==> src/hdl/axis_and_lateral_unit_vectors_core_assert.svh <==
// Assertion macros for the axis and lateral unit vector core.
// Used by the top level; no other dependencies.
`ifndef AXIS_AND_LATERAL_UNIT_VECTORS_CORE_ASSERT_SVH
`define AXIS_AND_LATERAL_UNIT_VECTORS_CORE_ASSERT_SVH
`ifndef SYNTHESIS
// implication in the same cycle, disabled during reset
`define ALUV_ASSERT(lbl, clk, rstn, ante, cons, msg) \
    lbl: assert property (@(posedge clk) disable iff (!rstn) (ante) |-> (cons)) else $error(msg);
// implication in the next cycle, disabled during reset
`define ALUV_ASSERT_NEXT(lbl, clk, rstn, ante, cons, msg) \
    lbl: assert property (@(posedge clk) disable iff (!rstn) (ante) |=> (cons)) else $error(msg);
`else
`define ALUV_ASSERT(lbl, clk, rstn, ante, cons, msg)
`define ALUV_ASSERT_NEXT(lbl, clk, rstn, ante, cons, msg)
`endif
`endif

==> src/hdl/aluv_pkg.sv <==
// Package of the axis and lateral unit vector core: widths, state types, helpers.
// Used by every module and interface of the block; depends on nothing.
package aluv_pkg;
    localparam int CW       = 32;             // coordinate width, Q16.16
    localparam int F        = 14;             // fraction bits of the unit outputs
    localparam int OW       = F + 2;          // output component width
    localparam int DW       = CW + 1;         // difference width
    localparam int MW       = DW;             // difference magnitude width
    localparam int SQ_W     = 2 * MW;         // one square
    localparam int SUM_W    = SQ_W + 2;       // sum of up to three squares
    localparam int NORM_TOP = 61;             // top bit of the scaled largest component
    localparam int SCW      = NORM_TOP + 1;   // scaled component width
    localparam int KW       = $clog2(NORM_TOP + 1);
    localparam int SQW      = 128;            // radicand width
    localparam int RW       = SQW / 2;        // root width
    localparam int QW       = F + 1;          // quotient width
    localparam int SQ_STEPS = RW;             // sqrt cells, one root bit each
    localparam int DV_STEPS = QW;             // divide cells, one quotient bit each
    localparam int LANES    = 5;              // three axis and two side components

    typedef struct packed {
        logic [SQW-1:0] rad;
        logic [RW-1:0]  root;
        logic [RW:0]    rem;
    } t_sqrt_st;

    typedef struct packed {
        logic [RW:0]   rem;
        logic [QW-1:0] q;
    } t_div_st;

    typedef struct packed {
        logic [2:0]           axis_neg;
        logic [1:0]           side_neg;
        logic                 axis_deg;
        logic                 side_deg;
        logic [2:0][SCW-1:0]  axis_sc;
        logic [1:0][SCW-1:0]  side_sc;
    } t_band;

    typedef struct packed {
        logic [LANES-1:0] neg;
        logic             axis_deg;
        logic             side_deg;
    } t_tail;

    typedef struct packed {
        t_sqrt_st axis_sq;
        t_sqrt_st side_sq;
        t_band    band;
    } t_front;

    // position of the highest set bit
    function automatic logic [KW-1:0] msb_pos(input logic [MW-1:0] v);
        logic [KW-1:0] p;
        p = '0;
        for (int i = 0; i < MW; i++) begin
            if (v[i]) p = KW'(i);
        end
        return p;
    endfunction
endpackage

==> src/hdl/aluv_sqrt_cell.sv <==
// One digit cell of the square root chain: brings down two radicand bits
// and settles one root bit. Depends on aluv_pkg.
module aluv_sqrt_cell import aluv_pkg::*; (
    input  logic     i_clk,
    input  logic     i_en,
    input  t_sqrt_st i_st,
    output t_sqrt_st o_st
);
    logic [RW+2:0] rem_x, trial;
    logic          ge;
    t_sqrt_st      r_st, n_st;

    // trial subtract of (4*root + 1)
    always_comb begin
        rem_x     = {i_st.rem, i_st.rad[SQW-1:SQW-2]};
        trial     = {1'b0, i_st.root, 2'b01};
        ge        = (rem_x >= trial);
        n_st.rem  = ge ? (RW+1)'(rem_x - trial) : (RW+1)'(rem_x);
        n_st.root = {i_st.root[RW-2:0], ge};
        n_st.rad  = {i_st.rad[SQW-3:0], 2'b00};
    end

    always_ff @(posedge i_clk) begin
        if (i_en) r_st <= n_st;
    end

    assign o_st = r_st;
endmodule

==> config.mk <==
export PLATFORM = sky130hd
export DESIGN_NAME = aluv_sqrt_cell
export DESIGN_NICKNAME = d
export VERILOG_FILES = /design/src/hdl/axis_and_lateral_unit_vectors_core_assert.svh /design/src/hdl/aluv_pkg.sv /design/src/hdl/aluv_sqrt_cell.sv
export SDC_FILE = /design/constraint.sdc
export NUM_CORES = 1
export LEC_CHECK = 0
export BUFFER_PORTS_ARGS = -buffer_cell sky130_fd_sc_hd__buf_2
export CAP_MARGIN = 20
export CELL_PAD_IN_SITES_DETAIL_PLACEMENT = 1
export CELL_PAD_IN_SITES_GLOBAL_PLACEMENT = 2
export CORE_MARGIN = 5
export CORE_UTILIZATION = 28
export DETAILED_ROUTE_END_ITERATION = 12
export PLACE_DENSITY_LB_ADDON = 0.1
export SLEW_MARGIN = 40
export SYNTH_ARGS = -nofsm -noshare
export SYNTH_HDL_FRONTEND = slang
export SYNTH_SLANG_ARGS = --single-unit
export TNS_END_PERCENT = 30
==> constraint.sdc <==
create_clock -name i_clk -period 4.2 [get_ports i_clk]
set_clock_uncertainty 0.1 [all_clocks]
set_input_delay 1.05 -clock i_clk [delete_from_list [all_inputs] [get_ports i_clk]]
set_output_delay 1.05 -clock i_clk [all_outputs]
set_load 0.03 [all_outputs]
* Word level (Yosys, flattened, before mapping)
Index checks and enable logic that the tools add are counted.
** Operators by class
- $lt $le $gt $ge :: 1
- $add $sub $neg :: 1
- Mux-type cells :: 1
** Operator list (number)
- $ge 67x66->1 :: 1
- $mux 65 :: 1
- $sub 65x65->65 :: 1
** Word-level totals
- Word-level logic and storage cells :: 6
- Output and inout bits :: 257
- Register bits :: 255
- Bits of input ports :: 259

* Logic depth before layout (Yosys ltp)
- Depth after elaboration :: 2
- Mapped depth :: 14
- Gate-level depth less buffers :: 12

* Least setup slack after synthesis
Ideal clock, no wire load.
- Path type :: in2reg
- Start point :: in i_st[98] in the netlist's numbering
- End point :: reg r_st (netlist bit o_st[10]), data pin
- Setup time :: 260 ps
- Data required time :: 3840 ps
- Cell stages on the path :: 13
- Arrival time :: 3598 ps
- Path slack :: 241 ps
- Cell sequence :: inv_1 > ha_1 > buf_2 > and3_4 > nand2_1 > nor3_2 > nand2_1 > or4_1 > o31a_1 > o21a_4 > inv_8 > buf_12 > mux2_4
** RTL lines
- start, declared :: line aluv_sqrt_cell.sv:6 : input t_sqrt_st i_st,
- end signal, assigned :: line aluv_sqrt_cell.sv:24 : if (i_en) r_st <= n_st;
- end, declared :: line aluv_sqrt_cell.sv:11 : t_sqrt_st r_st, n_st;

==> flow_metrics.tcl <==
set metrics [dict create \
    outcome "finished clean" \
    dpl-instance-area_um2 17600 \
    hold_viol_final 0 \
    drtAntennaViolNets 0 \
    fin_nets 2023 \
    ctsLongestPathBuffers 3 \
    antenna_found_initial 18 \
    drt_iter0_markers 442 \
    synth-async-reset-ratio_pct 0 \
    dieHeight_um 227 \
    grt_pass1_wl_mm 74.2 \
    yosysTopAreaCell "edfxtp_1" \
    startpoint_type "input port" \
    cts_sinks 255 \
    critical_path_buf_inv_count 6 \
    finalCriticalPeriod_ns 3.72 \
    die_area_um2 51400 \
    instances_no_fill 2337 \
    synth_top_cell_area_share_pct 58.3 \
    design_area_um2 18600 \
    p_leak_nw 8.45 \
    overflow 0 \
    tritoncts "done" \
    cts_resized 0 \
    syn_area_per_cell_um2 12.8 \
    netlist_area_um2 13100 \
    first_pass_iters 5 \
    syn_inst 1023 \
    crit_path_top_delay_cell "or4_1" \
    postCtsSetupRepairBufs 0 \
    io_buffers 513 \
    post_drt_wl_per_cell_um 22.1 \
    initial_core_util_pct 28.3 \
    yosys_warnings 0 \
    hp-start "i_st[223]" \
    htree_levels 1 \
    routed_wl_mm 51.7 \
    synth.distinct_cells 68 \
    max_freq_mhz 269 \
    ctsHoldBuffers 0 \
    ys_seq_area_share_pct 58.3 \
    via_per_inst 4.66 \
    setup_viol 0 \
    numCtsBuffers 30 \
    fp-row-count 79 \
    placed_cells_incl_taps 2273 \
    synth.ff_latch_count 255 \
    layout-drive-gt1-share_pct 46.2 \
    crit_family "buffers and inverters" \
    slew_headroom_pct 55.0 \
    arrival_ns 3.94 \
    holdPathStages 1 \
    synthToLayoutAreaGrowth_pct 41.3 \
    crit_path_frequent_cell "buf_4" \
    path_cells "buf_2, inv_1, ha_1, buf_4, nand2_1, buf_4, or4_1, a211oi_1, buf_4, buf_4, nor2_1, o21bai_1, a21oi_1, xnor2_1, mux2_4" \
    end_kind "register" \
    clk_pin_slew_ns 0.06 \
    grt_max_degree 74 \
    place_congestion 0.878 \
    crit_type "input port to register" \
    rsz0062_at_grt "false" \
    num_vias 10900 \
    grtUsageTotal_pct 19.0 \
    vdd_drop_max_mv 0.367 \
    die_x_um 227 \
    core_area_um2 46500 \
    max_cap_violations 0 \
    cts_root_buf "clkbuf_16" \
    ios 516 \
    crit_required_ns 4.42 \
    largest_reg_flops 255 \
    grt_pass1_vias 11694 \
    ys.flop_type "edfxtp_1" \
    remaining_drc_errors 0 \
    synth_enable_flop_cells 255 \
    holdPathEnd "o_st[225]" \
    worst_slew_pin_slew_ns 0.658 \
    slew_viol_final 0 \
    fin_crit_sh_pct 88.6 \
    p_per_area_nw_per_um2 432 \
    slowest_delay_ns 0.55 \
    hp-class "input port to register" \
    place_hpwl_mm 43.0 \
    worst-path-max-fanout 4 \
    synth.area.top_cells "edfxtp_1 (58%), mux2_4 (6.6%), ha_1 (6.3%)" \
]
-- kinds of logic after synthesis --
kind of cell | Yosys count | synth area share [%]
muxes | 60 | 6.78
AOI/OAI and AO/OA | 256 | 12.8
buffers and inverters | 122 | 4.64
adders and majority gates | 66 | 6.28
other | 1 | 0.0285
DFF | 255 | 58.3
and+or+nand+nor | 206 | 7.41
xor gates and xnor gates | 57 | 3.80
-- layout by cell type (no fill, tap or decap), types with 18 or more instances in the layout --
cell type / count
a21o_1: 27
a21oi_1: 77
buf_2: 512
buf_4: 156
clkbuf_16: 31
edfxtp_1: 255
ha_1: 66
inv_1: 85
mux2_4: 58
nand2_1: 77
nand3_1: 19
nor2_1: 42
o21ai_0: 43
o21bai_1: 18
xnor2_1: 33
xor2_1: 24
-- through the flow --
stage	utilization [%]	setup TNS (ns)	setup slack [ns]	power (W)	hold WS, ns
after floorplan	-	0	0.241	0.00455	1.05
after global placement	37.8	-2.26	-0.249	0.00543	1.13
after detailed placement	37.8	-5.57	-0.242	0.00546	1.13
after CTS	39.9	0	0.339	0.00817	0.516
after global routing	40.0	0	0.104	0.00843	0.515
final	40.0	0	0.480	0.00803	0.555
-- cell type report --
cell class	count	area, µm²
Antenna cell	10	25.0
Multi-Input combinational cell	647	4880
Sequential cell	255	7660
Clock buffer	36	795
Inverter	86	330
Tap cell	607	759
Clock inverter	18	198
Timing Repair Buffer	678	3930
Fill cell	5221	27900
-- worst max-delay path by stage --
| stage | start | endpoint | slack, ns | cells after the start |
|---|---|---|---|---|
| 3_5_place_dp | i_st[92] | o_st[61] | -0.24 | 14 |
| 5_1_grt | i_st[92] | o_st[61] | 0.10 | 14 |
| 3_3_place_gp | i_st[92] | o_st[57] | -0.25 | 15 |
| 4_1_cts | i_st[95] | o_st[57] | 0.34 | 15 |
| 2_1_floorplan | i_st[98] | o_st[10] | 0.24 | 13 |
| 6_report | i_st[80] | o_st[30] | 0.48 | 15 |
-- report_power, final --
| group | internal, W | switching [W] | leakage, nW |
|---|---|---|---|
| logic | 0.000863 | 0.00134 | 5.48 |
| registers | 0.00311 | 0.0000612 | 2.50 |
| clock network | 0.00158 | 0.00108 | 0.473 |
-- per-layer routing --
layer / routed length [µm] / share of wire (%) / vias to the layer above / global-route usage, %
met5: 151 / 0.29 / - / 0
met4: 1170 / 2.3 / 22 / 5.18
met3: 4230 / 8.2 / 77 / 5.39
met2: 25600 / 50 / 339 / 33.3
met1: 20500 / 40 / 5267 / 23.0
li1: - / - / 5195 / -
-- cell usage after synthesis (all sizes together), types with 9 or more instances --
library cell	count
edfxtp	255
inv	86
a21oi	79
nand2	77
ha	66
mux2	58
o21ai	44
nor2	42
xnor2	33
a21o	27
buf	24
xor2	24
nand3	19
o21bai	18
nand4	14
o211ai	14
nor3	13
a211oi	12
clkbuf	12
o21a	12
a31oi	9
and3	9
No activity file was read; power rests on OpenSTA's default activity.
