## config.mk

```make
export PLATFORM = sky130hd
export DESIGN_NAME = aluv_div_cell
export DESIGN_NICKNAME = d
export VERILOG_FILES = /design/src/hdl/axis_and_lateral_unit_vectors_core_assert.svh /design/src/hdl/aluv_pkg.sv /design/src/hdl/aluv_div_cell.sv
export SDC_FILE = /design/constraint.sdc
export NUM_CORES = 1
export LEC_CHECK = 0
export ABC_CLOCK_PERIOD_IN_PS = 2900
export BUFFER_PORTS_ARGS = -buffer_cell sky130_fd_sc_hd__buf_4
export CAP_MARGIN = 0
export CORE_MARGIN = 2
export CORE_UTILIZATION = 47
export CTS_CLUSTER_DIAMETER = 30
export DETAILED_ROUTE_END_ITERATION = 12
export PLACE_DENSITY = 0.77
export SLEW_MARGIN = 25
export SYNTH_ARGS = -nofsm -noshare
export SYNTH_HDL_FRONTEND = slang
export SYNTH_SLANG_ARGS = --single-unit
```

## constraint.sdc

```tcl
create_clock -name i_clk -period 2.9 [get_ports i_clk]
set_input_delay 0.145 -clock i_clk [delete_from_list [all_inputs] [get_ports i_clk]]
set_output_delay 0.145 -clock i_clk [all_outputs]
set_load 0.005 [all_outputs]
```

## src/hdl/axis_and_lateral_unit_vectors_core_assert.svh

```systemverilog
// Assertion macros for the axis and lateral unit vector core.
// Used by the top level; no other dependencies.
`ifndef AXIS_AND_LATERAL_UNIT_VECTORS_CORE_ASSERT_SVH
`define AXIS_AND_LATERAL_UNIT_VECTORS_CORE_ASSERT_SVH
`ifndef SYNTHESIS
// implication in the same cycle, disabled during reset
`define ALUV_ASSERT(lbl, clk, rstn, ante, cons, msg) \
    lbl: assert property (@(posedge clk) disable iff (!rstn) (ante) |-> (cons)) else $error(msg);
// implication in the next cycle, disabled during reset
`define ALUV_ASSERT_NEXT(lbl, clk, rstn, ante, cons, msg) \
    lbl: assert property (@(posedge clk) disable iff (!rstn) (ante) |=> (cons)) else $error(msg);
`else
`define ALUV_ASSERT(lbl, clk, rstn, ante, cons, msg)
`define ALUV_ASSERT_NEXT(lbl, clk, rstn, ante, cons, msg)
`endif
`endif

```

## src/hdl/aluv_pkg.sv

```systemverilog
// Package of the axis and lateral unit vector core: widths, state types, helpers.
// Used by every module and interface of the block; depends on nothing.
package aluv_pkg;
    localparam int CW       = 32;             // coordinate width, Q16.16
    localparam int F        = 14;             // fraction bits of the unit outputs
    localparam int OW       = F + 2;          // output component width
    localparam int DW       = CW + 1;         // difference width
    localparam int MW       = DW;             // difference magnitude width
    localparam int SQ_W     = 2 * MW;         // one square
    localparam int SUM_W    = SQ_W + 2;       // sum of up to three squares
    localparam int NORM_TOP = 61;             // top bit of the scaled largest component
    localparam int SCW      = NORM_TOP + 1;   // scaled component width
    localparam int KW       = $clog2(NORM_TOP + 1);
    localparam int SQW      = 128;            // radicand width
    localparam int RW       = SQW / 2;        // root width
    localparam int QW       = F + 1;          // quotient width
    localparam int SQ_STEPS = RW;             // sqrt cells, one root bit each
    localparam int DV_STEPS = QW;             // divide cells, one quotient bit each
    localparam int LANES    = 5;              // three axis and two side components

    typedef struct packed {
        logic [SQW-1:0] rad;
        logic [RW-1:0]  root;
        logic [RW:0]    rem;
    } t_sqrt_st;

    typedef struct packed {
        logic [RW:0]   rem;
        logic [QW-1:0] q;
    } t_div_st;

    typedef struct packed {
        logic [2:0]           axis_neg;
        logic [1:0]           side_neg;
        logic                 axis_deg;
        logic                 side_deg;
        logic [2:0][SCW-1:0]  axis_sc;
        logic [1:0][SCW-1:0]  side_sc;
    } t_band;

    typedef struct packed {
        logic [LANES-1:0] neg;
        logic             axis_deg;
        logic             side_deg;
    } t_tail;

    typedef struct packed {
        t_sqrt_st axis_sq;
        t_sqrt_st side_sq;
        t_band    band;
    } t_front;

    // position of the highest set bit
    function automatic logic [KW-1:0] msb_pos(input logic [MW-1:0] v);
        logic [KW-1:0] p;
        p = '0;
        for (int i = 0; i < MW; i++) begin
            if (v[i]) p = KW'(i);
        end
        return p;
    endfunction
endpackage

```

## src/hdl/aluv_div_cell.sv

```systemverilog
// One cell of the restoring divide chain: settles one quotient bit and hands
// the doubled remainder and the divisor on. Depends on aluv_pkg.
module aluv_div_cell import aluv_pkg::*; (
    input  logic          i_clk,
    input  logic          i_en,
    input  logic [RW-1:0] i_d,
    input  t_div_st       i_st,
    output logic [RW-1:0] o_d,
    output t_div_st       o_st
);
    logic          ge;
    logic [RW:0]   diff;
    t_div_st       r_st, n_st;
    logic [RW-1:0] r_d;

    // compare, subtract, shift
    always_comb begin
        ge       = (i_st.rem >= {1'b0, i_d});
        diff     = ge ? (i_st.rem - {1'b0, i_d}) : i_st.rem;
        n_st.rem = {diff[RW-1:0], 1'b0};
        n_st.q   = {i_st.q[QW-2:0], ge};
    end

    always_ff @(posedge i_clk) begin
        if (i_en) begin
            r_st <= n_st;
            r_d  <= i_d;
        end
    end

    assign o_st = r_st;
    assign o_d  = r_d;
endmodule

```

**Word-level counts from Yosys, hierarchy flattened**

Cells that the tools add are included.

- Bits in registers: 143
- Output and inout bits: 144
- Logic and storage cells: 6
- Input bits: 146

- $add $sub $neg: 1
- Mux-type cells: 1
- Magnitude comparators: 1

Operators by type and width:

| cell | count |
|---|---|
| $ge A65 B64 Y1 | 1 |
| $mux W64 | 1 |
| $sub A64 B64 Y64 | 1 |

**Logic depth before layout (Yosys ltp)**

Gate-level depths: netlist of the first run.

- Depth in word-level cells: 2
- Mapped depth: 14
- Gate-level depth less buffers: 13

**Worst setup path before layout of the first run**

Ideal clock, no wire load.

- Path kind: input -> register
- From: input i_st[15] in the netlist's numbering
- To: register r_st, in the netlist o_st[68], data pin
- Data arrival time: 2715 ps
- Library setup time: 260 ps
- Data required time: 2640 ps
- Cell stages on the path: 13
- Path buffers: 0
- Path slack: -75 ps
- Cell sequence: inv_1 > ha_1 > fa_1 > nand2b_1 > a21oi_1 > nor2_2 > o311ai_1 > a311o_1 > a31o_4 > a21o_4 > a31oi_4 > xnor2_1 > mux2_4

- Longest elaborated chain between the ends: 2
- Elaborated cells between the ends (all ways): 3
- Classes of those cells: add/sub: 1; order compare: 1; mux: 1

RTL lines:

| element | RTL line | source |
|---|---|---|
| from (decl) | aluv_div_cell.sv:7 | `input t_div_st i_st,` |
| $sub A64 B64 Y64 or $ge A65 B64 Y1 (tied branches) | aluv_div_cell.sv:19, aluv_div_cell.sv:18 |  |
| $mux W64 * | aluv_div_cell.sv:19 | `diff = ge ? (i_st.rem - {1'b0, i_d}) : i_st.rem;` |
| via diff[52] | aluv_div_cell.sv:12 | `logic [RW:0] diff;` |
| to (signal assigned) | aluv_div_cell.sv:26 | `r_st <= n_st;` |
| to (decl) | aluv_div_cell.sv:13 | `t_div_st r_st, n_st;` |

The timed path passes the listed nets; every way through them passes the cells marked *.
A chain may end at the register's enable or synchronous reset.

**Final worst setup path of the first run**

- From: input i_d[60]
- To: register r_st, in the netlist o_st[37], data pin

- Longest elaborated chain between the ends: 2

RTL lines:

| element | RTL line | source |
|---|---|---|
| from (decl) | aluv_div_cell.sv:6 | `input logic [RW-1:0] i_d,` |
| $ge A65 B64 Y1 | aluv_div_cell.sv:18 | `ge = (i_st.rem >= {1'b0, i_d});` |
| $mux W64 | aluv_div_cell.sv:19 |  |
| via diff[21] | aluv_div_cell.sv:12 |  |

The timed path passes the listed nets, and every way through them passes these cells.

==> summary.txt, run 1 <==
Status
  – Outcome: finished clean

Layout
  – Diodes inserted: 0
  – Fill count: 1,326
  – Final #Nets: 1,626
  – Area grow syn2layout: 55.97%
  – Layout cells sized above 1: 0.3775
  – Multi-input logic area: 0.004504 mm²
  – Final Cell Area: 0.01431 mm²
  – Area occupied by registers: 0.004294 mm²

Yosys
  – Mean post-synth cell area: 10.04 µm²
  – Syn nets: 1,125
  – Synth Cell Area: 0.009174 mm²
  – Yosys reg bits: 143
  – Top-area cell type share of the netlist area: 0.4681
  – Biggest area consumer among synthesized cells: edfxtp_1
  – Sequential area share after synthesis: 0.4681
  – Area contributors post-synth: edfxtp_1 (47%), ha_1 (8.7%), a21oi_1 (6.7%)
  – Syn. warnings: 0
  – Yosys cell types: 65
  – Post-Syn Instances: 914
  – Asr flop ratio synth: 0
  – Ys flop type: edfxtp_1
  – EDFF count, synth: 143

Clock tree
  – CTS Buf Count: 17
  – Root buffer cell: clkbuf_16
  – Clk sink count: 143
  – Clock transition at path regs: 0.07 ns
  – CTS max path bufs: 2
  – H-tree depth: 4
  – TritonCTS clock tree: built

Min path
  – Worst Hold Class: input port to register

Timing
  – Final hold vios: 0
  – F_max: 0.3521 GHz
  – Slew Limit Fails: 0
  – Final Setup Violations: 0
  – Final min period: 2.840 ns
  – Worst Tran Pin Value: 0.6803 ns
  – Max transition margin: 0.5465
  – Period utilisation layout: 0.9792

Floorplan
  – Die area: 0.02065 mm²
  – Row count: 51
  – Initial Util: 0.4745
  – Die width: 143.7 µm
  – Core area: 0.01933 mm²
  – Io pins: 290
  – Die H: 143.7 µm

Worst setup path
  – Slowest stage delay, CP: 0.56 ns
  – Type of origin of the critical path: input port
  – Worst Path Required: 3.09 ns
  – Crit path capture type: register
  – Critical Path AT: 3.03 ns
  – Setup CP Type: input port to register
  – Crit-path cells: dlygate4sd3_1, buf_4, inv_1, ha_4, nand4_1, nor4_2, nand4_1, nand2_2, o21ba_4, a21oi_4, buf_6, buf_12, mux2_2
  – CP Max Fanout: 6
  – CP max-delay cell: dlygate4sd3_1
  – Cell repeated most along the worst path: nand4_1

Route
  – DRT Pass-1 Iters: 5
  – Antenna Nets Post-Route: 0
  – Routed vias/inst: 5.424
  – M1 wire length: 12,240 µm
  – Vias: 9,183
  – Routed wire length: 30,410 µm
  – DR WL met2: 15,020 µm
  – DRC: 0
  – Met3 routed WL: 2237 µm
  – Max layer used: met4
  – Starting DRC count in detailed routing: 703
  – WL/cell: 17.96 µm

Global route
  – Vias in the first global route: 8,958
  – Pin count of the biggest net entering global routing: 70
  – GR Overflow Total: 0
  – Gr usage total: 0.2812
  – First-pass GRT wire length: 45,070 µm
  – Initial antenna violation count: 0

Placement
  – RD Place Congestion: 0.9154
  – Post-DP HPWL: 21,250 µm
  – Port buffer count: 287
  – Cell area after placement: 0.01262 mm²

Run
  – Max_cap viols: 0

Power and ir drop
  – Worst vdd ir: 0.0004380 V
  – Leak: 6.484 nW
  – Total power: 7.311 mW
  – Pwr dens: 510.9 mW/mm²
## per-stage QoR
stage	worst slack, ns	util	hold slack [ns]	std cells	TNS, ns
after CTS	0.001887	0.7239	0.01425	1682	0
final	0.06020	0.7401	0.01899	1693	0
after floorplan	0.04887	-	0.2439	914	0
after global routing	-0.1311	0.7401	0.01900	1693	-0.7208
after global placement	-0.4057	0.6528	0.3231	1572	-15.47
after detailed placement	-0.3784	0.6528	0.3243	1572	-14.57
## Yosys cell counts (all sizes together), types with 6 or more instances
cell	number
buf	21
nand2	56
mux2	20
a21oi	127
inv	81
nor4	8
clkbuf	24
o21bai	12
ha	64
xor2	25
nand2b	6
edfxtp	143
nor2	84
nor2b	7
or3	6
nand4	27
xnor2	36
o21ai	41
nor3	9
nand3	15
a21o	34
## cells by family after synthesis
kind of cell / count (synthesis) / share of synthesized area
AOI/OAI and AO/OA: 267 / 0.1848
and+or+nand+nor: 231 / 0.1169
DFF: 143 / 0.4681
buffers and inverters: 126 / 0.05715
adders and majority gates: 65 / 0.08947
xor gates and xnor gates: 61 / 0.05824
muxes: 20 / 0.02496
other: 1 / 0.0004088
## state kept, by name, summed over array words and instances, names as in the netlist
register,count
o_st,79
o_d,64
## power by group
group | internal (mW) | switching, mW
logic | 1.25 | 1.12
registers | 2.59 | 0.0758
clock network | 1.23 | 1.04
total | 5.07 | 2.24
## path summary, 6_finish.rpt
kind,slack [ns],to,depth (start not counted),startpoint
min,0.02,o_st[45]$_DFFE_PP_,2,i_st[44]
max,0.06,o_st[37]$_DFFE_PP_,13,i_d[60]
## critical path, delay by kind of cell
family          cells  cell delay (ns)
mux                 1             0.34
compound gates      2             0.37
buf+inv             5             1.05
fa+ha+maj           1             0.29
simple gates        4             0.82
## routing by layer
layer  GRT usage  vias to the layer above
li1            -                     4338
met1      0.3421                     4315
met2      0.4900                      441
met3     0.06065                       89
met4      0.1042                        0
met5           0                        -
## placed cells by master (no fill, tap or decap), types with 5 or more instances in the layout
cell type	count
a21o_1	33
a21oi_1	121
a21oi_2	5
buf_4	436
buf_6	5
clkbuf_16	20
dlygate4sd3_1	78
edfxtp_1	143
ha_1	59
ha_4	5
inv_1	81
inv_6	6
mux2_2	19
nand2_1	54
nand2b_1	6
nand3_1	15
nand4_1	27
nor2_1	83
nor2b_1	7
nor3_1	8
nor4_1	5
o21ai_0	38
o21bai_1	11
or3_1	6
xnor2_1	36
xor2_1	25
## final cells by class
class	count	share of cell area
Clock inverter	15	0.01180
Inverter	81	0.02125
Clock buffer	17	0.02973
Sequential cell	143	0.3001
Timing Repair Buffer	527	0.2991
Tap cell	265	0.02317
Multi-Input combinational cell	645	0.3148
## repair_timing
item / 4_1_cts / 5_1_grt
hold buffers: 78 / 0
hold endpoints to repair: 78 / 0
endpoints found under the setup margin: 0 / 50
gates resized for setup: 0 / 27
setup buffers: 0 / 8
No activity file was read; power rests on OpenSTA's default activity.
==> inputs of run 2 (changes only) <==
Settings changed: CORE_UTILIZATION 47 to 30, PLACE_DENSITY 0.77 to unset.
==> summary.txt, run 2 (synthesis results as in run 1) <==
Timing
  – Slew Limit Fails: 0 (unchanged)
  – Worst Tran Pin Value: 0.8186 ns (+0.1383 ns)
  – Final Setup Violations: 0 (unchanged)
  – Max transition margin: 0.4543 (-0.09217)
  – Setup_tns: 0 ns (unchanged)
  – Final hold vios: 0 (unchanged)
  – Period utilisation layout: 0.9755 (-0.003758)
  – Worst setup margin: 0.07109 ns (+0.01090 ns)
  – Final min period: 2.829 ns (-0.01090 ns)
  – Smallest hold slack: 0.02014 ns (+0.001144 ns)
  – F_max: 0.3535 GHz (+0.39%)

Layout
  – Diodes inserted: 0 (unchanged)
  – Final #Nets: 1,653 (+1.7%)
  – Final Cell Area: 0.01474 mm² (+3.0%)
  – Most frequent cells in the layout: buf_4 (466), edfxtp_1 (143), a21oi_1 (120)
  – Layout cells sized above 1: 0.3849 (+0.007429)
  – Max FFs per register: 79 (unchanged)
  – Area grow syn2layout: 60.72%
  – Most common cell after layout, fill and taps aside: buf_4

Placement
  – Worst slack, placed: -0.4603 ns (-0.08192 ns)
  – Post-DP HPWL: 22,610 µm (+6.4%)
  – RD Place Congestion: 0.8924 (-2.5%)
  – Port buffer count: 287 (unchanged)
  – Cell area after placement: 0.01298 mm² (+2.8%)

Route
  – Met3 routed WL: 2045 µm (-8.6%)
  – DR WL met2: 14,740 µm (-1.8%)
  – Antenna Nets Post-Route: 0 (unchanged)
  – Max layer used: met5
  – DRT Pass-1 Iters: 5 (unchanged)
  – Starting DRC count in detailed routing: 606 (-14%)
  – Routed wire length: 30,290 µm (-0.42%)
  – Vias: 8,907 (-3.0%)
  – Routed vias/inst: 4.812 (-11%)
  – M1 wire length: 13,060 µm (+6.7%)
  – DRC: 0 (unchanged)
  – WL/cell: 16.36 µm (-8.9%)

Clock tree
  – Clk sink count: 143 (unchanged)
  – TritonCTS clock tree: built
  – Root buffer cell: clkbuf_16
  – Clock transition at path regs: 0.07 ns (about the same)
  – CTS max path bufs: 2 (unchanged)
  – CTS Buf Count: 17 (unchanged)
  – H-tree depth: 4 (unchanged)

Worst setup path
  – CP Max Fanout: 10 (+4)
  – Crit path capture type: register
  – Crit-path cells: dlygate4sd3_1, buf_4, inv_1, ha_1, nand4_1, nor4_2, buf_4, nand4_1, nand2_1, o21ba_2, a21oi_4, buf_12, clkbuf_16, mux2_2
  – Worst Path Required: 3.09 ns (about the same)
  – Type of origin of the critical path: input port
  – Critical Path AT: 3.02 ns (about the same)
  – CP max-delay cell: dlygate4sd3_1
  – Slowest stage delay, CP: 0.53 ns (-0.03 ns)
  – Setup CP Type: input port to register

Min path
  – Worst Hold Class: input port to register
  – Hold Path Stages: 2 (unchanged)

Run
  – Max_cap viols: 0 (unchanged)

Power and ir drop
  – Total power: 7.764 mW (+6.2%)
  – Pwr dens: 526.6 mW/mm² (+3.1%)
  – Worst vdd ir: 0.0003115 V (-29%)
  – Leak: 6.653 nW (+2.6%)

Global route
  – Initial antenna violation count: 1 (+1)
  – GR Overflow Total: 0 (unchanged)
  – Gr usage total: 0.1834 (-0.09782)
  – Vias in the first global route: 9,034 (+0.85%)
  – First-pass GRT wire length: 45,700 µm (+1.4%)
  – Pin count of the biggest net entering global routing: 144 (+110%)

Floorplan
  – Initial Util: 0.3023 (-0.1722)
  – Die area: 0.03199 mm² (+55%)
  – Io pins: 290 (unchanged)
  – Core area: 0.03035 mm² (+57%)
  – Die width: 178.9 µm (+24%)
  – Row count: 64 (+25%)
  – Die H: 178.9 µm (+24%)

Status
  – Outcome: finished clean
## run 2: cell types whose count changed in the layout (fill, tap and decap cells not counted), moves of 2 or more
cell        delta
ha_1           +4
clkinvlp_4     +2
buf_6          -4
o21ai_1        +2
bufinv_16      +7
buf_4         +30
inv_8          -4
inv_6          -5
ha_4           -5
o21ai_0        -2
## run 2: layout make-up
| class | count | area, µm² |
|---|---|---|
| Clock buffer | 17 | 425.4 |
| Clock inverter | 15 | 289.0 |
| Tap cell | 396 | 495.5 |
| Timing Repair Buffer | 554 | 4471 |
| Sequential cell | 143 | 4294 |
| Inverter | 81 | 304.0 |
| Multi-Input combinational cell | 645 | 4466 |
| Fill cell | 2820 | 15610 |
## run 2: worst paths after layout
path / start / end
setup / recovery: i_d[54] / o_st[25]$_DFFE_PP_
hold / removal: i_st[57] / o_st[58]$_DFFE_PP_
## run 2: through the flow
stage | cells | utilization
2_1_floorplan | 914 | -
3_3_place_gp | 1729 | 0.4277
3_5_place_dp | 1729 | 0.4277
4_1_cts | 1840 | 0.4774
5_1_grt | 1851 | 0.4858
6_report | 1851 | 0.4858
## run 2: worst max-delay path, delay by kind of cell
family | cells | cell delay, ns
buffers and inverters | 6 | 1.17
multiplexers | 1 | 0.33
AND/OR/NAND/NOR | 4 | 0.72
AO/OA/AOI/OAI | 2 | 0.33
adder cells (fa/ha/maj) | 1 | 0.30
## run 2: metal layers
metal	GRT usage	vias to the layer above
met1	0.2321	4210
met3	0.04665	29
met2	0.3104	290
li1	-	4376
met5	0	-
met4	0.04810	2
## run 2: report_power, final
part	leakage, nW	switching, mW	internal, mW
Combinational	4.91	1.10	1.27
Clock	0.337	0.944	1.79
Sequential	1.40	0.0716	2.59
Total	6.65	2.11	5.65
## run 2: repair_timing
action,CTS,global route
endpoints found under the hold margin,79,0
hold buffers,79,0
gates cloned,0,3
pin swaps,0,8
setup buffers,0,8
resized for setup,1,23
setup endpoints to repair,9,49
